`src/hw/rtl/timeslice_task_scheduler_macros.svh`:
```
// Assertion macros used by the scheduler engine (tss_engine).
`ifndef TIMESLICE_TASK_SCHEDULER_MACROS_SVH
`define TIMESLICE_TASK_SCHEDULER_MACROS_SVH

// Clocked check, masked while reset is high.
`define TSS_ASSERT(lbl, prop, msg) \
  lbl: assert property (@(posedge clk) disable iff (rst) prop) else $error(msg);

// Condition that must never hold.
`define TSS_ASSERT_NEVER(lbl, cond, msg) \
  `TSS_ASSERT(lbl, !(cond), msg)

`endif

```
`src/hw/rtl/tss_pkg.sv`:
```
// Types and constants for the timeslice task scheduler.
package tss_pkg;

  localparam int NUM_SLOTS_DEF = 16;
  localparam int IDLE_SLOT_DEF = 0;

  // wide enough for any slot index and for the idle slot number
  localparam int CUR_W   = 8;
  localparam int SLICE_W = 8;
  localparam int RS_W    = 2;
  localparam int SEL_W   = 4;
  localparam int CFG_IDX_W = 8;
  localparam int IN_DATA_W  = 16;
  localparam int OUT_DATA_W = 8;

  localparam logic [RS_W-1:0] RS_RUN   = 2'd0;
  localparam logic [RS_W-1:0] RS_INTR  = 2'd1;
  localparam logic [RS_W-1:0] RS_UNINT = 2'd2;

  localparam logic [CFG_IDX_W-1:0] REG_SLICE_INC = 8'd0;
  localparam logic [CFG_IDX_W-1:0] REG_SLICE_MAX = 8'd1;

  localparam logic [SLICE_W-1:0] SLICE_INC_RST = 8'd8;
  localparam logic [SLICE_W-1:0] SLICE_MAX_RST = 8'd64;

  typedef enum logic [1:0] {
    FN_SCHED = 2'd0,
    FN_WRITE = 2'd1,
    FN_WAKE  = 2'd2,
    FN_SLEEP = 2'd3
  } func_t;

  typedef enum logic [2:0] {
    ST_IDLE,
    ST_WRITE,
    ST_RD_ONE,
    ST_WAKE,
    ST_SLEEP,
    ST_SCAN1,
    ST_SCAN2,
    ST_RESP
  } seq_state_t;

  typedef struct packed {
    logic               live;
    logic [RS_W-1:0]    run_state;
    logic [SLICE_W-1:0] slice;
  } entry_t;

  localparam int ENTRY_W = $bits(entry_t);

  typedef struct packed {
    func_t              func;
    logic [SEL_W-1:0]   slot;
    logic               valid_in;
    logic [RS_W-1:0]    run_state_in;
    logic [SLICE_W-1:0] slice_in;
    logic               interruptible;
  } cmd_t;

  typedef struct packed {
    logic [SLICE_W-1:0] slice_inc;
    logic [SLICE_W-1:0] slice_max;
  } cfg_t;

  typedef struct packed {
    logic [SEL_W-1:0] chosen_slot;
    logic             switched;
    logic             error;
  } res_t;

endpackage

```
`src/hw/rtl/timeslice_task_scheduler.sv`:
```
// Timeslice task scheduler: top level with stream ports, config registers, output word.
//
// Input words arrive on s_tvalid/s_tready; s_tuser carries the request kind
// (schedule, write slot, wake slot, sleep current then schedule) and s_tdata
// the slot, live bit, run state, timeslice and sleep kind. Each input word
// gives exactly one output word on m_tvalid/m_tready with the current slot,
// the switch flag and the wake error flag.
// One request is processed at a time by a sequencer around a single slot
// RAM (one write and one registered read port per cycle). A write goes
// through its write state; a wake reads the slot, then writes it; a schedule
// scans every slot and, if no runnable slot has timeslice left, runs the
// refill pass; a sleep marks the current slot first. Each scan reads one slot per cycle.
// The next word is accepted in the cycle after the result is loaded,
// even while that result still waits in the output register; a stalled
// receiver holds the sequencer in its final state.
// Config writes (index 0 increment, 1 maximum) are ready whenever rst is low.
// Reset (rst, synchronous) makes only the idle slot live, all slots
// runnable with zero timeslice, and the idle slot current; no clearing pass.
module timeslice_task_scheduler
  import tss_pkg::*;
#(
  parameter int NUM_SLOTS = NUM_SLOTS_DEF,
  parameter int IDLE_SLOT = IDLE_SLOT_DEF
) (
  input  logic                  clk,
  input  logic                  rst,
  input  logic                  s_tvalid,
  output logic                  s_tready,
  // [3:0] slot, [4] valid_in, [6:5] run_state_in, [14:7] slice_in, [15] interruptible
  input  logic [IN_DATA_W-1:0]  s_tdata,
  // [1:0] func
  input  logic [1:0]            s_tuser,
  output logic                  m_tvalid,
  input  logic                  m_tready,
  // [3:0] chosen_slot, [4] switched, [5] error, [7:6] zero
  output logic [OUT_DATA_W-1:0] m_tdata,
  input  logic                  cfg_valid,
  output logic                  cfg_ready,
  input  logic [CFG_IDX_W-1:0]  cfg_index,
  input  logic [SLICE_W-1:0]    cfg_data
);

  cfg_t cfg;
  cmd_t cmd;
  res_t res;
  res_t out_q;
  logic res_valid, res_ready;

  assign cfg_ready = !rst;

  always_ff @(posedge clk) begin
    if (rst) begin
      cfg.slice_inc <= SLICE_INC_RST;
      cfg.slice_max <= SLICE_MAX_RST;
    end else if (cfg_valid) begin
      unique case (cfg_index)
        REG_SLICE_INC: cfg.slice_inc <= cfg_data;
        REG_SLICE_MAX: cfg.slice_max <= cfg_data;
        default: ;
      endcase
    end
  end

  always_comb begin
    cmd.func          = func_t'(s_tuser);
    cmd.slot          = s_tdata[3:0];
    cmd.valid_in      = s_tdata[4];
    cmd.run_state_in  = s_tdata[6:5];
    cmd.slice_in      = s_tdata[14:7];
    cmd.interruptible = s_tdata[15];
  end

  tss_engine #(
    .NUM_SLOTS(NUM_SLOTS),
    .IDLE_SLOT(IDLE_SLOT)
  ) u_engine (
    .clk      (clk),
    .rst      (rst),
    .cmd_valid(s_tvalid),
    .cmd_ready(s_tready),
    .cmd      (cmd),
    .cfg      (cfg),
    .res_valid(res_valid),
    .res_ready(res_ready),
    .res      (res)
  );

  // output word register
  assign res_ready = !m_tvalid || m_tready;

  always_ff @(posedge clk) begin
    if (rst) begin
      m_tvalid <= 1'b0;
    end else if (res_ready) begin
      m_tvalid <= res_valid;
    end
  end

  always_ff @(posedge clk) begin
    if (res_valid && res_ready) begin
      out_q <= res;
    end
  end

  assign m_tdata = {2'b00, out_q.error, out_q.switched, out_q.chosen_slot};

endmodule

```
`src/hw/rtl/tss_ram.sv`:
```
// Generic simple dual-port RAM with registered read.
module tss_ram #(
  parameter int WIDTH = 8,
  parameter int DEPTH = 16
) (
  input  logic                     clk,
  input  logic                     we,
  input  logic [$clog2(DEPTH)-1:0] waddr,
  input  logic [WIDTH-1:0]         wdata,
  input  logic                     re,
  input  logic [$clog2(DEPTH)-1:0] raddr,
  output logic [WIDTH-1:0]         rdata
);

  logic [WIDTH-1:0] mem [DEPTH];

  always_ff @(posedge clk) begin
    if (we) begin
      mem[waddr] <= wdata;
    end
    if (re) begin
      rdata <= mem[raddr];
    end
  end

endmodule

```
`src/hw/rtl/tss_engine.sv`:
```
// Slot table sequencer: slot RAM, write/wake/sleep updates and the two scans.
module tss_engine
  import tss_pkg::*;
#(
  parameter int NUM_SLOTS = NUM_SLOTS_DEF,
  parameter int IDLE_SLOT = IDLE_SLOT_DEF
) (
  input  logic clk,
  input  logic rst,
  input  logic cmd_valid,
  output logic cmd_ready,
  input  cmd_t cmd,
  input  cfg_t cfg,
  output logic res_valid,
  input  logic res_ready,
  output res_t res
);

`include "timeslice_task_scheduler_macros.svh"

  localparam int SLOT_W = $clog2(NUM_SLOTS);
  localparam int CNT_W  = SLOT_W + 1;

  seq_state_t state, state_next;

  cmd_t               cmd_q;
  logic [CUR_W-1:0]   cur;
  logic [NUM_SLOTS-1:0] ent_init;
  logic               rd_init_q;
  logic [SLOT_W-1:0]  rd_addr_q;
  logic               p_vld;
  logic [CNT_W-1:0]   idx;
  logic [SLICE_W-1:0] best;
  logic [SLOT_W-1:0]  pick;
  logic               found;
  logic               err;

  logic               ren, wen;
  logic [SLOT_W-1:0]  raddr, waddr;
  logic [ENTRY_W-1:0] rdata;
  entry_t             wdata;
  entry_t             ent;
  entry_t             ent_rst;

  logic               slot_ok, cur_ok, not_idle, last, issue;
  logic               cand1, cand2, found_now, wake_ok;
  logic [SLICE_W:0]   sum;
  logic [SLICE_W-1:0] sat;
  logic [CUR_W-1:0]   chosen;

  tss_ram #(
    .WIDTH(ENTRY_W),
    .DEPTH(NUM_SLOTS)
  ) u_ram (
    .clk  (clk),
    .we   (wen),
    .waddr(waddr),
    .wdata(wdata),
    .re   (ren),
    .raddr(raddr),
    .rdata(rdata)
  );

  assign slot_ok  = int'(cmd_q.slot) < NUM_SLOTS;
  assign cur_ok   = int'(cur) < NUM_SLOTS;
  assign not_idle = CUR_W'(rd_addr_q) != CUR_W'(IDLE_SLOT);

  // entries never written read as their reset value
  always_comb begin
    ent_rst           = '0;
    ent_rst.live      = !not_idle;
    ent               = rd_init_q ? entry_t'(rdata) : ent_rst;
  end

  assign last  = p_vld && (rd_addr_q == SLOT_W'(NUM_SLOTS - 1));
  assign issue = idx < CNT_W'(NUM_SLOTS);

  assign cand1 = p_vld && ent.live && (ent.run_state == RS_RUN) && (ent.slice > best);
  assign cand2 = p_vld && ent.live && not_idle && (ent.run_state == RS_RUN);
  assign found_now = found || cand1;
  assign wake_ok = slot_ok && ent.live &&
                   (ent.run_state == RS_INTR || ent.run_state == RS_UNINT);

  assign sum = {1'b0, ent.slice} + {1'b0, cfg.slice_inc};
  assign sat = (sum > {1'b0, cfg.slice_max}) ? cfg.slice_max : sum[SLICE_W-1:0];

  // next state
  always_comb begin
    state_next = state;
    unique case (state)
      ST_IDLE: begin
        if (cmd_valid) begin
          unique case (cmd.func)
            FN_SCHED: state_next = ST_SCAN1;
            FN_WRITE: state_next = ST_WRITE;
            FN_WAKE:  state_next = ST_RD_ONE;
            FN_SLEEP: state_next = cur_ok ? ST_RD_ONE : ST_SCAN1;
            default:  state_next = ST_IDLE;
          endcase
        end
      end
      ST_WRITE:  state_next = ST_RESP;
      ST_RD_ONE: state_next = (cmd_q.func == FN_WAKE) ? ST_WAKE : ST_SLEEP;
      ST_WAKE:   state_next = ST_RESP;
      ST_SLEEP:  state_next = ST_SCAN1;
      ST_SCAN1: begin
        if (last) begin
          state_next = found_now ? ST_RESP : ST_SCAN2;
        end
      end
      ST_SCAN2: begin
        if (last) begin
          state_next = ST_RESP;
        end
      end
      ST_RESP: begin
        if (res_ready) begin
          state_next = ST_IDLE;
        end
      end
      default: state_next = ST_IDLE;
    endcase
  end

  // RAM port control
  always_comb begin
    ren   = 1'b0;
    raddr = idx[SLOT_W-1:0];
    wen   = 1'b0;
    waddr = rd_addr_q;
    wdata = ent;
    unique case (state)
      ST_WRITE: begin
        wen             = slot_ok;
        waddr           = SLOT_W'(cmd_q.slot);
        wdata.live      = cmd_q.valid_in;
        wdata.run_state = cmd_q.run_state_in;
        wdata.slice     = cmd_q.slice_in;
      end
      ST_RD_ONE: begin
        if (cmd_q.func == FN_WAKE) begin
          ren   = slot_ok;
          raddr = SLOT_W'(cmd_q.slot);
        end else begin
          ren   = 1'b1;
          raddr = SLOT_W'(cur);
        end
      end
      ST_WAKE: begin
        wen             = wake_ok;
        wdata.run_state = RS_RUN;
      end
      ST_SLEEP: begin
        wen             = 1'b1;
        wdata.run_state = cmd_q.interruptible ? RS_INTR : RS_UNINT;
      end
      ST_SCAN1: begin
        ren = issue;
      end
      ST_SCAN2: begin
        ren         = issue;
        wen         = p_vld && ent.live && not_idle;
        wdata.slice = sat;
      end
      default: begin
        ren = 1'b0;
      end
    endcase
  end

  always_comb begin
    if (cmd_q.func == FN_SCHED || cmd_q.func == FN_SLEEP) begin
      chosen = found ? CUR_W'(pick) : CUR_W'(IDLE_SLOT);
    end else begin
      chosen = cur;
    end
    res.chosen_slot = chosen[SEL_W-1:0];
    res.switched    = chosen != cur;
    res.error       = err;
  end

  assign cmd_ready = (state == ST_IDLE) && !rst;
  assign res_valid = state == ST_RESP;

  always_ff @(posedge clk) begin
    if (rst) begin
      state    <= ST_IDLE;
      cur      <= CUR_W'(IDLE_SLOT);
      ent_init <= '0;
      p_vld    <= 1'b0;
    end else begin
      state <= state_next;
      if (wen) begin
        ent_init[waddr] <= 1'b1;
      end
      if (state == ST_RESP && res_ready) begin
        cur <= chosen;
      end
      if (state != state_next &&
          (state_next == ST_SCAN1 || state_next == ST_SCAN2)) begin
        p_vld <= 1'b0;
      end else begin
        p_vld <= (state == ST_SCAN1 || state == ST_SCAN2) && issue;
      end
    end
  end

  always_ff @(posedge clk) begin
    if (ren) begin
      rd_addr_q <= raddr;
      rd_init_q <= ent_init[raddr];
    end
    if (cmd_valid && cmd_ready) begin
      cmd_q <= cmd;
      err   <= 1'b0;
    end
    if (state == ST_WAKE) begin
      err <= !wake_ok;
    end
    if (state != state_next &&
        (state_next == ST_SCAN1 || state_next == ST_SCAN2)) begin
      idx <= '0;
      if (state_next == ST_SCAN1) begin
        best  <= '0;
        found <= 1'b0;
      end
    end else if (state == ST_SCAN1 || state == ST_SCAN2) begin
      if (issue) begin
        idx <= idx + CNT_W'(1);
      end
      if (state == ST_SCAN1 && cand1) begin
        best  <= ent.slice;
        pick  <= rd_addr_q;
        found <= 1'b1;
      end
      if (state == ST_SCAN2 && cand2) begin
        pick  <= rd_addr_q;
        found <= 1'b1;
      end
    end
  end

  // the refill pass reads one slot ahead of the one it writes back
  `TSS_ASSERT(a_rw_apart, (wen && ren) |-> (waddr != raddr), "read and write hit one entry")
  `TSS_ASSERT_NEVER(a_no_wr_scan1, state == ST_SCAN1 && wen, "write during first scan")
  `TSS_ASSERT(a_cur_legal, (int'(cur) < NUM_SLOTS) || (cur == CUR_W'(IDLE_SLOT)),
    "current slot outside table")
  `TSS_ASSERT(a_err_wake, (res_valid && res.error) |-> (cmd_q.func == FN_WAKE),
    "error flagged on non-wake")
  `TSS_ASSERT(a_sw_sched, (res_valid && res.switched) |->
    (cmd_q.func == FN_SCHED || cmd_q.func == FN_SLEEP), "switch on write or wake")

endmodule

```
`config.mk`:
```
export PLATFORM = sky130hd
export DESIGN_NAME = timeslice_task_scheduler
export DESIGN_NICKNAME = d
export VERILOG_FILES = /design/src/hw/rtl/tss_pkg.sv /design/src/hw/rtl/timeslice_task_scheduler.sv /design/src/hw/rtl/tss_ram.sv /design/src/hw/rtl/tss_engine.sv
export VERILOG_INCLUDE_DIRS = /design/src /design/src/hw/rtl
export SDC_FILE = /design/constraint.sdc
export NUM_CORES = 1
export LEC_CHECK = 0
export ABC_AREA = 0
export BUFFER_PORTS_ARGS = -buffer_cell sky130_fd_sc_hd__buf_2
export CAP_MARGIN = 20
export CORE_UTILIZATION = 42
export CTS_CLUSTER_DIAMETER = 30
export DETAILED_ROUTE_END_ITERATION = 8
export SYNTH_ARGS = -nofsm -noshare
export SYNTH_HDL_FRONTEND = slang
export SYNTH_SLANG_ARGS = --single-unit
export TNS_END_PERCENT = 20
```
`constraint.sdc`:
```
create_clock -name clk -period 6.5 [get_ports clk]
set_clock_uncertainty 0.15 [all_clocks]
set_input_delay 0 -clock clk [delete_from_list [all_inputs] [get_ports clk]]
set_output_delay 0 -clock clk [all_outputs]
set_load 0.02 [all_outputs]
```
Yosys cells after proc, flatten, opt, wreduce, memory -nomap -nowiden
Memory sizes are Yosys's and may differ from the RTL's. A register that Yosys moved wholly into a read port is not among the register bits.
Index checks and enable logic that the tools add are counted.
{ "totals": {"reg_bits": 93, "mem_bits_rw": 176, "input_bits": 39, "output_inout_bits": 11, "wordCells": 143, "mem_count": 1} }
{ "op_classes": {"n_addsub": 2, "order_cmp": 7, "eq_ne": 21, "muxes": 41, "bitwise": 2, "n_reduce_logical": 46} }
{ "mem_list": {"columns": ["memory", "words", "width", "rd", "rd_ports_with_merged_regs", "wr", "line_no", "text"], "rows": [
  ["u_engine.u_ram.mem", 16, 11, 1, 1, 1, "tss_ram.sv:15", "logic [WIDTH-1:0] mem [DEPTH];"]
]} }
{ "ops": {"columns": ["op", "count"], "rows": [
  ["$mux W8", 6],
  ["$mux W4", 6],
  ["$pmux W3 S7", 1],
  ["$eq A3 B3 Y1 const B", 6],
  ["$mux W3", 6],
  ["$or A16 B16 Y16", 1],
  ["$pmux W8 S2", 1],
  ["$logic_and A1 B1 Y1", 15],
  ["$mux W1", 13],
  ["$pmux W3 S4", 1],
  ["$mux W11", 1],
  ["$eq A2 B2 Y1 const B", 5],
  ["$lt A4 B5 Y1 const B", 2],
  ["$add A8 B8 Y9", 1],
  ["$gt A9 B8 Y1", 1],
  ["$reduce_and A3 Y1", 3],
  ["$eq A8 B1 Y1 const B", 1],
  ["$gt A8 B8 Y1", 1],
  ["$logic_not A8 Y1", 1],
  ["$lt A8 B5 Y1 const B", 1],
  ["$ne A8 B8 Y1", 1],
  ["$reduce_bool A2 Y1", 4],
  ["$reduce_or A2 Y1", 4],
  ["$eq A3 B2 Y1 const B", 2],
  ["other kinds (22)", 35]
]} }

Depth between registers and ports, before layout
{ "logic_depth": {"ltp_word": 15, "depth_mapped": 19, "ltp_nobuf": 16} }

Cells and area by module
From an unflattened synthesis, not the netlist that was laid out.
{ "hier_totals": {"cells_unflattened": 847, "hier_area_um2": 12361.9} }
{ "by_module_without_submodules": {"columns": ["module", "n_inst", "cells_per_inst", "area_per_inst_um2", "seq_area_each_um2"], "rows": [
  ["tss_ram", 1, 305, 7108.1, 5615.4],
  ["tss_engine", 1, 456, 4321.6, 1771.7],
  ["timeslice_task_scheduler", 1, 86, 932.1, 520.5]
]} }

Least setup slack after synthesis
No wires, ideal clock.
{ "synth_path": {"path_type": "reg2reg", "startpoint": "register u_engine.rd_init_q", "endpoint": "memory u_engine.u_ram.mem[0][6] in the netlist's numbering (data pin)", "setup_time_ps": 302, "t_arrival_ps": 4077, "required_ps": 6048, "setup_slack_ps": 1971, "path_stages_with_launch": 20, "n_path_buf": 3, "period_less_slack_ps": 4529, "cell_sequence": "edfxtp_1 > clkbuf_2 > buf_6 > clkbuf_1 > nand2_1 > inv_1 > ha_1 > ha_1 > a21oi_1 > a221oi_1 > o21ai_0 > a21oi_1 > xor2_1 > ha_1 > a21o_1 > a21oi_1 > o2111ai_1 > a21oi_1 > a211oi_1 > a211o_1"} }
{ "synth_lines": {"columns": ["element", "line_no", "text"], "rows": [
  ["from (decl)", "tss_engine.sv:29", "logic rd_init_q;"],
  ["from (signal assigned)", "tss_engine.sv:211", "rd_init_q <= ent_init[raddr];"],
  ["to (decl)", "tss_ram.sv:15", null]
]} }

==> results.txt <==
P_sw - 2.56 mW
sequential power share - 0.334
run status - finished clean
number of library cell types mapped by synthesis - 74
vias in the first global route - 7716
most frequent cell after synthesis - edfxtp_1
Final Hold Fails - 0
Worst Path Required - 6.58 ns
Internal Power - 5.28 mW
setup_tns - 0 ns
Rel. slew slack - 0.296
Worst Setup Start Kind - flip-flop
antenna violations before repair - 0
Synth area leader - edfxtp_1
Mapped Avg Cell Area - 15.1 µm²
crit path max fanout - 26
CP peak stage delay - 0.86 ns
DR vias - 7577
reg2reg setup slack - 1.12 ns
sequential share of the synthesized area - 0.643
worst hold path endpoint - u_engine.cmd_q[12]
Worst R2R End - u_engine.u_ram.mem[14][6]
area of the mapped netlist - 0.0123 mm²
pwr dens - 502 mW/mm²
CP max stage cell - edfxtp_1
TritonCTS clock tree - done
period utilization - 0.828
Cell Chain, Critical Path - nand2_1, inv_1, ha_1, ha_1, o21ai_0, a221oi_1, o21ai_0, a21oi_1, xor2_1, ha_1, a21o_1, a21oi_1, o2111ai_1, a21oi_1, a211oi_1, a211o_1
Hold Path Stages - 2
switching part of the total - 0.326
Syn. warnings - 0
routed wire length - 29200 µm
Starting Density - 0.428
grt ovf - 0
DR WL met3 - 1470 µm
worst slew pin tran - 1.06 ns
post-route ant nets - 0
Highest Signal Layer - met4
Clk pwr share - 0.373
element type at the critical path end - flip-flop
Post-synth EDFFs - 230
via-per-instance ratio - 5.45
hold path start - s_tdata[0]
DIE WIDTH - 173 µm
DRT iter0 DRCs - 550
delay-heaviest family, CP - compound AO/OA/AOI/OAI gates
clk_lat worst skew - 0.57 ns
Routed WL per cell - 21.0 µm
synthesized flop and latch total - 280
Max Cap Viol - 0
drt first pass iters - 7
area grow syn2layout - 26.8%
core area - 0.0288 mm²
type of the tightest min-delay check - in -> reg
I/O pin count - 50
worst r2r src - u_engine.rd_init_q
first-pass GRT wire length - 45200 µm
Post-synth top cells - edfxtp_1, mux2i_1, dfxtp_1
clk slew on worst S/H paths - 0.05 ns
Yosys top cell area share - 0.561
Clock Tree Root - clkbuf_16
GRT Total Usage - 0.199
ys async rst share - 0
top_reg_cell synth - edfxtp_1
crit path DAT - 5.46 ns
CTS Buffer Depth - 3
chip height - 173 µm
Clock Sink Count - 280
Die ar. - 0.0300 mm²
Max Slew Vio Count - 0
layout cells sized above 1 - 0.265
worst vdd ir - 0.000274 V
Setup Viol. Count Final - 0
cts bufs inserted - 59
hpwl dp - 17900 µm
Levels on crit path - 16
Routed met1 length - 13200 µm
Setup Fix Bufs, Post-CTS - 0
Final min period - 5.38 ns
finished layout cell area - 0.0156 mm²
Setup WS pre-CTS - 1.22 ns
number of port buffers - 47
Setup CP Type - reg -> reg
Bufs and invs on worst path - 1
Residual DRC - 0
Area after DPL - 0.0132 mm²
RSZ-0062 raised after global routing - no
metal2 WL - 13900 µm
pin count of the biggest net entering global routing - 50
Pleak - 5.83 nW
f_max - 186 MHz
NumNets Final - 1020
Logic pwr share - 0.293
DP Cell Count - 1236
# rows - 62
CP startpoint - u_engine.rd_init_q
Non-Filler Instances - 1391
setup ws final - 1.12 ns
RePlAce Congestion - 0.878
ANT cells - 0
R2R cell count - 16
Post-Syn Instances - 817
H-tree levels - 2
top post-synthesis cells by area - edfxtp_1, mux4_2, dfxtp_1
how the worst max path moves through the flow:
| stage | slack (ns) | endpoint |
|---|---|---|
| floorplan | 1.97 | u_engine.u_ram.mem[0][6] |
| global placement | 1.35 | u_engine.u_ram.mem[13][6] |
| detailed placement | 1.22 | u_engine.u_ram.mem[13][6] |
| CTS | 1.17 | u_engine.u_ram.mem[14][6] |
| global route | 0.60 | u_engine.u_ram.mem[7][6] |
| finish | 1.12 | u_engine.u_ram.mem[14][6] |
final cells by class:
cell class                 instances  area [µm²]
fill                            2315       13200
clock inverter                    44         458
inverter                          36         135
timing repair buffer             114         858
multi-input combinational        465        4210
sequential                       280        7910
tap                              384         480
clock buffer                      68        1550
flip-flops by register name, indices dropped and copies added (netlist names), 3 cells and up:
register              flops
u_engine.u_ram.rdata     11
u_engine.ent_init        16
u_engine.state            3
u_engine.u_ram.mem      176
u_engine.cur              8
u_engine.cmd_q           18
m_tdata                   6
u_engine.idx              5
u_engine.rd_addr_q        4
cfg                      16
u_engine.pick             4
u_engine.best             8
through the flow:
| stage | power, mW | hold slack [ns] | util |
|---|---|---|---|
| final | 7.84 | 0.00987 | 0.542 |
| after global routing | 8.21 | 0.0128 | 0.542 |
| after CTS | 7.90 | 0.00314 | 0.542 |
| after detailed placement | 4.94 | 0.0282 | 0.457 |
| after global placement | 4.89 | 0.0292 | 0.457 |
| after floorplan | 4.24 | -0.0511 | - |
power by group through the flow:
| stage | logic (mW) | registers, mW | clock network, mW |
|---|---|---|---|
| after global routing | 2.50 | 2.64 | 3.06 |
| after CTS | 2.31 | 2.62 | 2.97 |
| after floorplan | 1.69 | 2.55 | 0 |
| final | 2.29 | 2.62 | 2.92 |
| after global placement | 2.25 | 2.65 | 0 |
| after detailed placement | 2.29 | 2.65 | 0 |
layout by cell type, fill, tap and decap left out, types with 7 or more instances in the layout:
master         instances
a21oi_1               25
a31oi_1                8
and2_1                14
buf_2                 47
buf_4                 23
clkbuf_16             60
clkinvlp_4            14
dfxtp_1               50
dlygate4sd3_1         43
edfxtp_1             230
ha_1                  25
inv_1                 35
inv_6                  7
mux2i_1               53
mux4_2                48
nand2_1               39
nand2b_1               7
nand3_1               20
nand4_1               10
nor2_1                34
nor2b_1                8
nor3b_2               10
o211ai_1              11
o21ai_0               25
o2bb2ai_1             16
routing by layer:
layer	global-route usage	vias up
li1	-	3513
met1	0.274	3790
met2	0.323	225
met3	0.0347	49
met4	0.0645	0
met5	0	-
cell families after synthesis:
family,count (synthesis),share of synthesized area
fa+ha+maj,25,0.0254
other cells,1,0.000305
buf+inv,73,0.0283
compound gates,136,0.0786
flops,280,0.643
simple gates,189,0.0852
mux,102,0.132
xor+xnor,11,0.00783
what timing repair did:
item	CTS	global route
gates resized for setup	0	0
hold buffers	43	0
endpoints found under the hold margin	49	0
Note: power is estimated with default switching activity, not from simulation.
